## src/sv/ppd_pkg.sv

```systemverilog
// Shared constants and unpack helpers for the packed pixel palette decoder.
// No dependencies.
`default_nettype none

package ppd_pkg;

  localparam int unsigned PaletteEntries = 16;
  localparam int unsigned SlotW          = 4;
  localparam int unsigned ColorW         = 32;
  localparam int unsigned XW             = 11;
  localparam int unsigned YW             = 10;
  localparam int unsigned CfgIdxW        = 2;
  localparam int unsigned CfgDataW       = 11;

  localparam logic OP_PALETTE = 1'b0;
  localparam logic OP_BYTE    = 1'b1;

  localparam logic [1:0] MODE_TWO_PX   = 2'd0;
  localparam logic [1:0] MODE_FOUR_PX  = 2'd1;
  localparam logic [1:0] MODE_EIGHT_PX = 2'd2;
  localparam logic [1:0] MODE_NONE     = 2'd3;

  localparam logic [CfgIdxW-1:0] REG_PIXEL_MODE = 2'd0;
  localparam logic [CfgIdxW-1:0] REG_ROW_LEN    = 2'd1;
  localparam logic [CfgIdxW-1:0] REG_ROW_COUNT  = 2'd2;

  localparam logic [1:0]  PIXEL_MODE_RST = 2'd1;
  localparam logic [8:0]  ROW_LEN_RST    = 9'd80;
  localparam logic [10:0] ROW_COUNT_RST  = 11'd200;

  // Palette index of pixel k of a byte, leftmost pixel from the high bits.
  function automatic logic [SlotW-1:0] pix_index(input logic [7:0] b,
                                                 input logic [1:0] mode,
                                                 input logic [2:0] k);
    logic [SlotW-1:0] idx;
    idx = '0;
    case (mode)
      MODE_TWO_PX: begin
        if (k[0] == 1'b0) idx = {b[1], b[3], b[5], b[7]};
        else              idx = {b[0], b[2], b[4], b[6]};
      end
      MODE_FOUR_PX:  idx = {2'b00, b[3'd3 - {1'b0, k[1:0]}], b[3'd7 - {1'b0, k[1:0]}]};
      MODE_EIGHT_PX: idx = {3'b000, b[3'd7 - k]};
      default:       idx = '0;
    endcase
    return idx;
  endfunction

  // Position of the final pixel in a byte.
  function automatic logic [2:0] last_k(input logic [1:0] mode);
    logic [2:0] r;
    case (mode)
      MODE_TWO_PX:   r = 3'd1;
      MODE_FOUR_PX:  r = 3'd3;
      MODE_EIGHT_PX: r = 3'd7;
      default:       r = 3'd0;
    endcase
    return r;
  endfunction

  // log2 of pixels per byte.
  function automatic logic [1:0] ppb_shift(input logic [1:0] mode);
    logic [1:0] r;
    case (mode)
      MODE_TWO_PX:   r = 2'd1;
      MODE_FOUR_PX:  r = 2'd2;
      MODE_EIGHT_PX: r = 2'd3;
      default:       r = 2'd0;
    endcase
    return r;
  endfunction

endpackage

`default_nettype wire

```

## src/sv/ppd_ifs.sv

```systemverilog
// Channel interfaces: input items, pixel results, register writes.
// Depends on ppd_pkg for field widths.
`default_nettype none

interface ppd_item_if;
  logic                            valid;
  logic                            ready;
  logic                            opcode;
  logic [ppd_pkg::SlotW-1:0]       palette_slot;
  logic [ppd_pkg::ColorW-1:0]      palette_color;
  logic [7:0]                      data_byte;

  modport source (output valid, opcode, palette_slot, palette_color, data_byte,
                  input ready);
  modport sink   (input valid, opcode, palette_slot, palette_color, data_byte,
                  output ready);
endinterface

interface ppd_pixel_if;
  logic                        valid;
  logic                        ready;
  logic [ppd_pkg::ColorW-1:0]  pixel_rgba;
  logic [ppd_pkg::XW-1:0]      pixel_x;
  logic [ppd_pkg::YW-1:0]      pixel_y;
  logic                        last_of_byte;
  logic                        last_of_frame;

  modport source (output valid, pixel_rgba, pixel_x, pixel_y, last_of_byte,
                  last_of_frame, input ready);
  modport sink   (input valid, pixel_rgba, pixel_x, pixel_y, last_of_byte,
                  last_of_frame, output ready);
endinterface

interface ppd_cfg_if;
  logic                          valid;
  logic                          ready;
  logic [ppd_pkg::CfgIdxW-1:0]   index;
  logic [ppd_pkg::CfgDataW-1:0]  data;

  modport source (output valid, index, data, input ready);
  modport sink   (input valid, index, data, output ready);
endinterface

`default_nettype wire

```

## src/sv/packed_pixel_palette_decoder_top.sv

```systemverilog
// Packed pixel decoder: unpacks screen bytes into palette colors with x/y.
// Depends on ppd_pkg and the channel interfaces in ppd_ifs.sv.
//
// Use:
//   item_i  : one beat per palette write (opcode 0) or screen byte (opcode 1).
//   pixel_o : one beat per pixel, 2, 4 or 8 per byte by pixel_mode.
//   cfg_i   : register writes (0 pixel_mode, 1 row length, 2 row_count),
//             always ready; write only while the block is idle.
// Path: a byte beat loads the unpack stage, then the pixel output register.
// Throughput: one pixel per cycle while pixel_o.ready is high, set by the single
//   pixel output register. The next item is taken in the cycle the current
//   byte's final pixel moves to the output register, so bytes run back to
//   back. Palette writes and ignored bytes do not occupy the unpack stage.
// Reset: palette cleared to zero, position at column 0 row 0, pixel_mode 1,
//   row length 80, row_count 200. No clearing pass.
// Stall: while pixel_o.ready is low the output holds; the unpack stage
//   holds its byte and item_i.ready stays low until it drains.
`default_nettype none

module packed_pixel_palette_decoder_top #(
  parameter int unsigned MAX_ROW_LEN = 256,
  parameter int unsigned MAX_ROWS    = 1024
) (
  input  wire           clk_i,
  input  wire           rst_ni,
  ppd_item_if.sink      item_i,
  ppd_pixel_if.source   pixel_o,
  ppd_cfg_if.sink       cfg_i
);

  localparam int unsigned ColW = (MAX_ROW_LEN > 1) ? $clog2(MAX_ROW_LEN) : 1;
  localparam int unsigned RowW = (MAX_ROWS > 1) ? $clog2(MAX_ROWS) : 1;

  logic [1:0]  pixel_mode_q;
  logic [8:0]  row_len_q;
  logic [10:0] row_count_q;

  logic [ppd_pkg::ColorW-1:0] palette_q [ppd_pkg::PaletteEntries];
  logic [ColW-1:0]            byte_column_q;
  logic [RowW-1:0]            row_index_q;

  logic            busy_q;
  logic [7:0]      byte_q;
  logic [2:0]      k_q;
  logic [ColW-1:0] col_q;
  logic [RowW-1:0] row_q;
  logic            frame_end_q;

  logic                       out_valid_q;
  logic [ppd_pkg::ColorW-1:0] out_rgba_q;
  logic [ppd_pkg::XW-1:0]     out_x_q;
  logic [ppd_pkg::YW-1:0]     out_y_q;
  logic                       out_lob_q;
  logic                       out_lof_q;

  logic        item_beat, cfg_beat, byte_go, pal_wr;
  logic        advance, stage_last, in_ready;
  logic [31:0] rb_sat, rc_sat, x_full, y_full;
  logic        row_end, frame_end;
  logic [ppd_pkg::SlotW-1:0] pix_idx;

  // Geometry, saturated to the build limits.
  assign rb_sat = (32'(row_len_q) > 32'(MAX_ROW_LEN)) ? 32'(MAX_ROW_LEN)
                                                      : 32'(row_len_q);
  assign rc_sat = (32'(row_count_q) > 32'(MAX_ROWS)) ? 32'(MAX_ROWS)
                                                     : 32'(row_count_q);
  assign row_end   = (32'(byte_column_q) + 32'd1) >= rb_sat;
  assign frame_end = row_end && ((32'(row_index_q) + 32'd1) >= rc_sat);

  assign advance    = busy_q && (!out_valid_q || pixel_o.ready);
  assign stage_last = (k_q == ppd_pkg::last_k(pixel_mode_q));
  assign in_ready   = !busy_q || (advance && stage_last);

  assign item_beat = item_i.valid && in_ready;
  assign pal_wr    = item_beat && (item_i.opcode == ppd_pkg::OP_PALETTE);
  assign byte_go   = item_beat && (item_i.opcode == ppd_pkg::OP_BYTE) &&
                     (pixel_mode_q != ppd_pkg::MODE_NONE) && (rb_sat != 32'd0) &&
                     (rc_sat != 32'd0);
  assign cfg_beat  = cfg_i.valid;

  assign pix_idx = ppd_pkg::pix_index(byte_q, pixel_mode_q, k_q);
  assign x_full  = (32'(col_q) << ppd_pkg::ppb_shift(pixel_mode_q)) + 32'(k_q);
  assign y_full  = 32'(row_q);

  always_ff @(posedge clk_i or negedge rst_ni) begin
    if (!rst_ni) begin
      pixel_mode_q <= ppd_pkg::PIXEL_MODE_RST;
      row_len_q    <= ppd_pkg::ROW_LEN_RST;
      row_count_q  <= ppd_pkg::ROW_COUNT_RST;
    end else if (cfg_beat) begin
      case (cfg_i.index)
        ppd_pkg::REG_PIXEL_MODE: pixel_mode_q <= cfg_i.data[1:0];
        ppd_pkg::REG_ROW_LEN:    row_len_q    <= cfg_i.data[8:0];
        ppd_pkg::REG_ROW_COUNT:  row_count_q  <= cfg_i.data;
        default: ;
      endcase
    end
  end

  always_ff @(posedge clk_i or negedge rst_ni) begin
    if (!rst_ni) begin
      for (int i = 0; i < ppd_pkg::PaletteEntries; i++) begin
        palette_q[i] <= '0;
      end
    end else if (pal_wr) begin
      palette_q[item_i.palette_slot] <= item_i.palette_color;
    end
  end

  always_ff @(posedge clk_i or negedge rst_ni) begin
    if (!rst_ni) begin
      byte_column_q <= '0;
      row_index_q   <= '0;
    end else if (byte_go) begin
      if (row_end) begin
        byte_column_q <= '0;
        row_index_q   <= frame_end ? '0 : RowW'(row_index_q + 1'b1);
      end else begin
        byte_column_q <= ColW'(byte_column_q + 1'b1);
      end
    end
  end

  // Unpack stage: holds one byte and walks its pixels.
  always_ff @(posedge clk_i or negedge rst_ni) begin
    if (!rst_ni) begin
      busy_q <= 1'b0;
      k_q    <= '0;
    end else if (byte_go) begin
      busy_q <= 1'b1;
      k_q    <= '0;
    end else if (advance && stage_last) begin
      busy_q <= 1'b0;
    end else if (advance) begin
      k_q <= k_q + 3'd1;
    end
  end

  always_ff @(posedge clk_i) begin
    if (byte_go) begin
      byte_q      <= item_i.data_byte;
      col_q       <= byte_column_q;
      row_q       <= row_index_q;
      frame_end_q <= frame_end;
    end
  end

  // Pixel output register.
  always_ff @(posedge clk_i or negedge rst_ni) begin
    if (!rst_ni) begin
      out_valid_q <= 1'b0;
    end else if (advance) begin
      out_valid_q <= 1'b1;
    end else if (pixel_o.ready) begin
      out_valid_q <= 1'b0;
    end
  end

  always_ff @(posedge clk_i) begin
    if (advance) begin
      out_rgba_q <= palette_q[pix_idx];
      out_x_q    <= x_full[ppd_pkg::XW-1:0];
      out_y_q    <= y_full[ppd_pkg::YW-1:0];
      out_lob_q  <= stage_last;
      out_lof_q  <= stage_last && frame_end_q;
    end
  end

  assign item_i.ready          = in_ready;
  assign cfg_i.ready           = 1'b1;
  assign pixel_o.valid         = out_valid_q;
  assign pixel_o.pixel_rgba    = out_rgba_q;
  assign pixel_o.pixel_x       = out_x_q;
  assign pixel_o.pixel_y       = out_y_q;
  assign pixel_o.last_of_byte  = out_lob_q;
  assign pixel_o.last_of_frame = out_lof_q;

endmodule

`default_nettype wire

```

## src/flat_wrapper.sv

```systemverilog
// flat-port wrapper written by rule: the top's interface ports become plain ports
module packed_pixel_palette_decoder_top_flat 
#(
  parameter int unsigned MAX_ROW_LEN = 256,
  parameter int unsigned MAX_ROWS    = 1024
)
  (clk_i, rst_ni, item_i_valid, item_i_opcode, item_i_palette_slot, item_i_palette_color, item_i_data_byte, item_i_ready, pixel_o_valid, pixel_o_pixel_rgba, pixel_o_pixel_x, pixel_o_pixel_y, pixel_o_last_of_byte, pixel_o_last_of_frame, pixel_o_ready, cfg_i_valid, cfg_i_index, cfg_i_data, cfg_i_ready);
  ppd_item_if item_i_i ();
  ppd_pixel_if pixel_o_i ();
  ppd_cfg_if cfg_i_i ();
  input  wire clk_i;
  input  wire rst_ni;
  input wire logic [$bits(item_i_i.valid)-1:0] item_i_valid;
  input wire logic [$bits(item_i_i.opcode)-1:0] item_i_opcode;
  input wire logic [$bits(item_i_i.palette_slot)-1:0] item_i_palette_slot;
  input wire logic [$bits(item_i_i.palette_color)-1:0] item_i_palette_color;
  input wire logic [$bits(item_i_i.data_byte)-1:0] item_i_data_byte;
  output wire logic [$bits(item_i_i.ready)-1:0] item_i_ready;
  output wire logic [$bits(pixel_o_i.valid)-1:0] pixel_o_valid;
  output wire logic [$bits(pixel_o_i.pixel_rgba)-1:0] pixel_o_pixel_rgba;
  output wire logic [$bits(pixel_o_i.pixel_x)-1:0] pixel_o_pixel_x;
  output wire logic [$bits(pixel_o_i.pixel_y)-1:0] pixel_o_pixel_y;
  output wire logic [$bits(pixel_o_i.last_of_byte)-1:0] pixel_o_last_of_byte;
  output wire logic [$bits(pixel_o_i.last_of_frame)-1:0] pixel_o_last_of_frame;
  input wire logic [$bits(pixel_o_i.ready)-1:0] pixel_o_ready;
  input wire logic [$bits(cfg_i_i.valid)-1:0] cfg_i_valid;
  input wire logic [$bits(cfg_i_i.index)-1:0] cfg_i_index;
  input wire logic [$bits(cfg_i_i.data)-1:0] cfg_i_data;
  output wire logic [$bits(cfg_i_i.ready)-1:0] cfg_i_ready;
  assign item_i_i.valid = item_i_valid;
  assign item_i_i.opcode = item_i_opcode;
  assign item_i_i.palette_slot = item_i_palette_slot;
  assign item_i_i.palette_color = item_i_palette_color;
  assign item_i_i.data_byte = item_i_data_byte;
  assign item_i_ready = item_i_i.ready;
  assign pixel_o_valid = pixel_o_i.valid;
  assign pixel_o_pixel_rgba = pixel_o_i.pixel_rgba;
  assign pixel_o_pixel_x = pixel_o_i.pixel_x;
  assign pixel_o_pixel_y = pixel_o_i.pixel_y;
  assign pixel_o_last_of_byte = pixel_o_i.last_of_byte;
  assign pixel_o_last_of_frame = pixel_o_i.last_of_frame;
  assign pixel_o_i.ready = pixel_o_ready;
  assign cfg_i_i.valid = cfg_i_valid;
  assign cfg_i_i.index = cfg_i_index;
  assign cfg_i_i.data = cfg_i_data;
  assign cfg_i_ready = cfg_i_i.ready;
  packed_pixel_palette_decoder_top #(.MAX_ROW_LEN(MAX_ROW_LEN), .MAX_ROWS(MAX_ROWS)) u_core (.clk_i(clk_i), .rst_ni(rst_ni), .item_i(item_i_i), .pixel_o(pixel_o_i), .cfg_i(cfg_i_i));
endmodule
```

## config.mk

```make
export PLATFORM = sky130hd
export DESIGN_NAME = packed_pixel_palette_decoder_top_flat
export DESIGN_NICKNAME = d
export VERILOG_FILES = /design/src/sv/ppd_pkg.sv /design/src/sv/ppd_ifs.sv /design/src/sv/packed_pixel_palette_decoder_top.sv /design/src/flat_wrapper.sv
export SDC_FILE = /design/constraint.sdc
export NUM_CORES = 1
export LEC_CHECK = 0
export ABC_AREA = 1
export BUFFER_PORTS_ARGS = -buffer_cell sky130_fd_sc_hd__buf_2
export CORE_MARGIN = 10
export CORE_UTILIZATION = 50
export CTS_CLUSTER_SIZE = 20
export DETAILED_ROUTE_END_ITERATION = 6
export GPL_TIMING_DRIVEN = 0
export HOLD_SLACK_MARGIN = 0.03
export MAX_ROUTING_LAYER = met4
export PLACE_DENSITY = 0.79
export SLEW_MARGIN = 0
export SYNTH_ARGS = -nofsm -noshare
export SYNTH_HDL_FRONTEND = slang
export SYNTH_SLANG_ARGS = --single-unit
export TNS_END_PERCENT = 5
```

## constraint.sdc

```tcl
create_clock -name clk_i -period 11.71 [get_ports clk_i]
set_clock_uncertainty 0.05 [all_clocks]
set_input_delay 0 -clock clk_i [delete_from_list [all_inputs] [get_ports clk_i]]
set_output_delay 0 -clock clk_i [all_outputs]
set_load 0.01 [all_outputs]
```

* After elaboration in Yosys (flattened, before gate mapping) *
Index checks and enable logic that the tools add are counted.

word-level totals
  register bits after elaboration = 639
  output and inout port bits = 58
  logic and storage cells = 117

cells by class
  add/sub/neg operators = 9
  order comparisons = 10
  equality and inequality tests = 7
  shifts and indexed selects = 1
  mux-type cells = 27
  bitwise operators = 3
  reduce and logical (&&, ||, !) cells = 27

operator list
  cell                     number
  $bwmux W512              1
  $bmux W32 S4             1
  $demux W32 S4            1
  $mux W32                 3
  $ge A32 B32 Y1           2
  $reduce_bool A32 Y1      2
  $lt A3 B4 Y1 const B     3
  $pmux W4 S3              1
  $add A10 B1 Y11 const B  1
  $add A11 B3 Y11          1
  $gt A11 B11 Y1 const B   1
  $logic_and A1 B1 Y1      11
  $mux W11                 1
  $shl A8 B2 Y11           1
  $add A10 B1 Y10 const B  1
  $ge A5 B5 Y1 const B     2
  $mux W10                 1
  $not A4 Y5               2
  $reduce_and A2 Y1        5
  $add A8 B1 Y9 const B    1
  $bmux W1 S3              3
  $gt A9 B9 Y1 const B     1
  $mux W3                  3
  $mux W9                  1
  other kinds (21)         34

* Longest topological paths before layout *
  depth after elaboration = 12
  depth in mapped cells = 18

* Least setup slack after synthesis *
Ideal clock, no wire load.

  path kind = flip-flop to flip-flop
  start = register u_core.out_valid_q (netlist: u_core.pixel_o.valid)
  end = register u_core.byte_q[0], enable pin
  arrival = 3.483 ns
  required time = 11.275 ns
  path slack = 7.792 ns
  stages on the path, launching flop included = 9
  buffers on the path = 1
  clock period less this slack = 3.918 ns
  cells stage by stage = dfrtp_1 a21oi_2 nand4_1 nand2_2 nand3_1 nor2_1 nand2_1 buf_2 inv_1

on the way
  cells in the longest elaborated chain, start to end = 10

ends and longest elaborated chain
  element                            line                                     source
  start: declaration                 packed_pixel_palette_decoder_top.sv:49   logic out_valid_q;
  start signal: assignment           packed_pixel_palette_decoder_top.sv:151  out_valid_q <= 1'b0;
  start signal: assignment           packed_pixel_palette_decoder_top.sv:153  out_valid_q <= 1'b1;
  start signal: assignment           packed_pixel_palette_decoder_top.sv:155  out_valid_q <= 1'b0;
  $logic_not A1 Y1                   packed_pixel_palette_decoder_top.sv:70   assign advance = busy_q && (!out_valid_q || pixel_o.ready);
  $logic_or A1 B1 Y1                 packed_pixel_palette_decoder_top.sv:70
  $logic_and A1 B1 Y1                packed_pixel_palette_decoder_top.sv:70
  via u_core.advance                 packed_pixel_palette_decoder_top.sv:57   logic advance, stage_last, in_ready;
  $logic_and A1 B1 Y1                packed_pixel_palette_decoder_top.sv:72   assign in_ready = !busy_q || (advance && stage_last);
  $logic_or A1 B1 Y1                 packed_pixel_palette_decoder_top.sv:72
  via item_i_ready                   flat_wrapper.sv:18                       output wire logic [$bits(item_i_i.ready)-1:0] item_i_ready;
  $logic_and A1 B1 Y1                packed_pixel_palette_decoder_top.sv:74   assign item_beat = item_i.valid && in_ready;
  $logic_and A1 B1 Y1 (2 in series)  packed_pixel_palette_decoder_top.sv:76   assign byte_go = item_beat && (item_i.opcode == ppd_pkg::OP_BYTE) &&
  $logic_and A1 B1 Y1 (2 in series)  packed_pixel_palette_decoder_top.sv:77   (pixel_mode_q != ppd_pkg::MODE_NONE) && (rb_sat != 32'd0) &&
  via u_core.byte_go                 packed_pixel_palette_decoder_top.sv:56   logic item_beat, cfg_beat, byte_go, pal_wr;
  end signal: assignment             packed_pixel_palette_decoder_top.sv:141  byte_q <= item_i.data_byte;
  end: declaration                   packed_pixel_palette_decoder_top.sv:43   logic [7:0] byte_q;

The timed path passes the listed nets, and every way through them passes these cells.
A chain may end at the register's enable or synchronous reset.

* Final worst setup path *
  start = register u_core.pixel_mode_q[0]
  end = register u_core.out_rgba_q (netlist bit u_core.pixel_o.pixel_rgba[18]) (data pin)

on the way
  cells in the longest elaborated chain, start to end = 6
  elaborated cells on any way between the ends = 8
  classes of those cells = eq/ne: 2; mux: 4; bitwise: 1; reduce/logical: 1

ends and longest elaborated chain
  element                                           line                                     source
  start: declaration                                packed_pixel_palette_decoder_top.sv:34   logic [1:0] pixel_mode_q;
  start signal: assignment                          packed_pixel_palette_decoder_top.sv:87   pixel_mode_q <= ppd_pkg::PIXEL_MODE_RST;
  start signal: assignment                          packed_pixel_palette_decoder_top.sv:92   ppd_pkg::REG_PIXEL_MODE: pixel_mode_q <= cfg_i.data[1:0];
  $eq A2 B2 Y1 (tied with other cells)              ppd_pkg.sv:37                            case (mode)
  $pmux W4 S3 (*)                                   ppd_pkg.sv:37
  $not A4 Y5 (not written as such) (*)              packed_pixel_palette_decoder_top.sv:161  out_rgba_q <= palette_q[pix_idx];
  $bmux W32 S4 (*)                                  packed_pixel_palette_decoder_top.sv:161
  $mux W32 (not written as such) (*) (2 in series)  packed_pixel_palette_decoder_top.sv:161
  end signal: assignment                            packed_pixel_palette_decoder_top.sv:161
  end: declaration                                  packed_pixel_palette_decoder_top.sv:50   logic [ppd_pkg::ColorW-1:0] out_rgba_q;

Mark *: on every way between the ends. The rest lies on a longest branch, timed or not. The select of a mux whose other input is x is not followed.

==> impl_metrics.csv <==
group,metric,value,unit
grt,grt_max_degree,121,
grt,antenna_found_initial,1,
placement,dp.cells,4744,
grt,overflow,0,
synth,synth-simple-area-share,26.37,%
drt,vias,28060,
setup_path,reg2reg_depth,10,
setup_path,r2r_setup_slack,7870,ps
clocking,clockBufferDepth,3,
timing,post-route-period-util,32.79,%
placement,gp_congestion,0.9692,
clocking,cts_tree,"yes",
synth,synthDistinctLibCells,38,
setup_path,cp_data_required_time,11990,ps
synth,synth_compound_area_share,9.598,%
placement,io_buffers,119,
synth,synth_area_leaders,"dfrtp_1, nand2_1, nand3_1, edfxtp_1, o21ai_1",
clocking,ctsRootBufferMaster,"clkbuf_16",
min_path,hp-class,"input pin to flip-flop",
setup_path,crit_fanout,10,
pwr,leakagePower,17.25,nW
layout,final_cell_mix,"nand2_1, nand3_1, dfrtp_1",
timing,tns,0,ps
drt,dr.pass1.iters,6,
synth,synth_xor_area_share,0.6576,%
drt,drt_iter0_drc,3810,
setup_path,r2r_end,"u_core.pixel_o.pixel_rgba[18]$_DFFE_PP_",
grt,grt_pass1_wl,151.5,mm
layout,nets,4197,
layout,final_common_cell,"nand2_1",
timing,slew_viol_final,0,
floorplan,start_util,50.66,%
setup_path,cp-endpoint,"u_core.pixel_o.pixel_rgba[18]$_DFFE_PP_",
timing,holdWs,53.48,ps
layout,syn_to_final_growth,15.87,%
pwr,powerDensity,245.9,mW/mm^2
drt,drt-total-wl,96.21,mm
clocking,numCtsBuffers,68,
synth,muxShareOfSynthArea,0.03676,%
floorplan,ios,121,
clocking,clkSlewWorstSetupHoldPaths,60,ps
drt,routedWlPerCell,19.48,um
clocking,clock-sinks,639,
drt,antenna_left,0,
layout,finalNonFillerCells,4940,
floorplan,die_x,267.5,um
grt,grt_pass1_vias,26840,
timing,finalCriticalPeriod,3840,ps
synth,synth-main-ff-cell,"dfrtp_1",
timing,finalHoldViolCount,0,
timing,tightest_slew,1245,ps
synth,synth_top_family_by_area,"simple AND/OR/NAND/NOR gates",
timing,setup_viol,0,
synth,synth_fa_ha_area_share,1.291,%
layout,layout-drive-gt1-share,8.901,%
synth,async_reset_ff_share,87.17,%
pwr,power,8.730,mW
clocking,htree_levels,3,
grt,grt_usage,27.71,%
synth,ys_seq_elements,639,
synth,synth_edf_count,82,
drt,post-route-drc-count,0,
synth,synth_nets,3930,
timing,rsz0062_at_grt,"no",
timing,fmax,0.2604,GHz
synth,yosysWarningCount,0,
synth,synth_top_cell_by_area,"dfrtp_1",
synth,synth_top_area_share,45.01,%
synth,seq_area_frac_synth,53.56,%
setup_path,crit_start,"u_core.pixel_mode_q[0]$_DFFE_PN1P_",
run_status,status,"finished, final reports clean",
floorplan,rows,90,
drt,avgViaCountPerCell,5.680,
clocking,clkLatencyLatePin,630,ps
synth,postSynthAreaPerCell,7.986,sq um
setup_path,crit_arrival,4120,ps
setup_path,criticalPathCategory,"flip-flop to flip-flop",
pwr,ir_drop,0.0001902,V
floorplan,core,0.06047,sq mm
flow_run,cap_violations,0,
synth,syn-cell-area,0.03063,sq mm
timing,maxSlewHeadroom,16.93,%
layout,fill_cells,5223,
floorplan,die_y,267.5,um
placement,hpwl,65.93,mm
synth,synth_cells,3836,
setup_path,endpoint_kind,"flip-flop",
setup_path,cp-start-kind,"flip-flop",
floorplan,dieArea,0.07157,sq mm
setup_path,r2r_start,"u_core.pixel_mode_q[0]$_DFFE_PN1P_",
worst max-delay path: stages, from the launching register on:
cell and delay (ps):
dfstp_2 570, ha_1 250, inv_1 120, nand2_1 70
inv_1 50, nand2_1 130, clkbuf_1 850, buf_1 830
nand3_1 180, nand3_1 240, nand2_1 190
cells in the mapped netlist (8+ instances only):
cell	count
a21oi_1	13
buf_1	33
buf_2	94
buf_4	17
clkbuf_1	128
dfrtp_1	551
edfxtp_1	82
ha_1	30
inv_1	362
nand2_1	1232
nand3_1	604
nand4_1	8
nor2_1	52
o21ai_0	240
o21ai_1	322
xnor2_1	9
xor2_1	14
kinds of logic after synthesis:
| kind of cell | after synthesis |
|---|---|
| adders and majority gates | 31 |
| xor gates and xnor gates | 23 |
| and+or+nand+nor | 1919 |
| buffers and inverters | 639 |
| AOI/OAI and AO/OA | 583 |
| DFF | 639 |
| muxes | 1 |
| other | 1 |
per-stage QoR:
stage          setup slack (ps)  cell area (sq um)  utilization (%)
5_1_grt                    7823              35500            58.70
3_3_place_gp             -903.2              32210            53.26
4_1_cts                    8094              35490            58.70
6_report                   7870              35500            58.70
2_1_floorplan              7792              30630                -
3_5_place_dp               8123              32400            53.59
per-layer routing:
layer,vias to the layer above,global-route usage [%],part of all wire [%]
li1,12890,-,-
met1,13330,34.79,39
met2,1525,42.05,45
met3,317,6.567,11
met4,0,13.04,5.2
met5,-,-,0
sequential cells by signal, summed over array words and instances, names as in the netlist, 2 cells and up:
register	count
u_core.pixel_o.pixel_y	10
u_core.pixel_o.pixel_x	11
u_core.byte_q	8
u_core.byte_column_q	8
u_core.row_count_q	11
u_core.pixel_mode_q	2
u_core.row_index_q	10
u_core.row_q	10
u_core.col_q	8
u_core.row_len_q	9
u_core.palette_q	512
u_core.k_q	3
u_core.pixel_o.pixel_rgba	32
worst min path at each step:
stage | cells past startpoint | startpoint | slack, ps | end
3_3_place_gp | 1 | item_i_data_byte[7] | 150 | u_core.byte_q[7]$_DFFE_PP_
2_1_floorplan | 0 | rst_ni | -350 | u_core.busy_q$_DFFE_PN0P_
5_1_grt | 2 | item_i_data_byte[0] | 60 | u_core.byte_q[0]$_DFFE_PP_
6_report | 2 | item_i_data_byte[4] | 50 | u_core.byte_q[4]$_DFFE_PP_
3_5_place_dp | 2 | rst_ni | 50 | u_core.palette_q[69]$_DFFE_PN0P_
4_1_cts | 2 | item_i_data_byte[6] | 50 | u_core.byte_q[6]$_DFFE_PP_
layout make-up:
type	instances	area (sq um)	area share (%)
diodes	1	2.502	0.007050
plain buffers	273	1222	3.444
clock buffers	103	2091	5.890
clock inverters	21	289.0	0.8142
inverters	366	1374	3.870
multi-input cells	2558	11640	32.78
flip-flops and latches	639	16410	46.22
well taps	782	978.4	2.756
repair buffers	197	1494	4.209
timing repair:
item | 4_1_cts | 5_1_grt
gates resized for setup | 0 | 0
buffers inserted | 0 | 0
endpoints found under the hold margin | 609 | 0
endpoints found under the setup margin | 0 | 0
hold buffers | 71 | 0
power by group:
group          internal (mW)  switching, mW
registers               2.99          0.368
clock network           1.37          0.927
logic                   1.01           2.06
total                   5.37           3.36
Power figures use the tool's default switching activity.
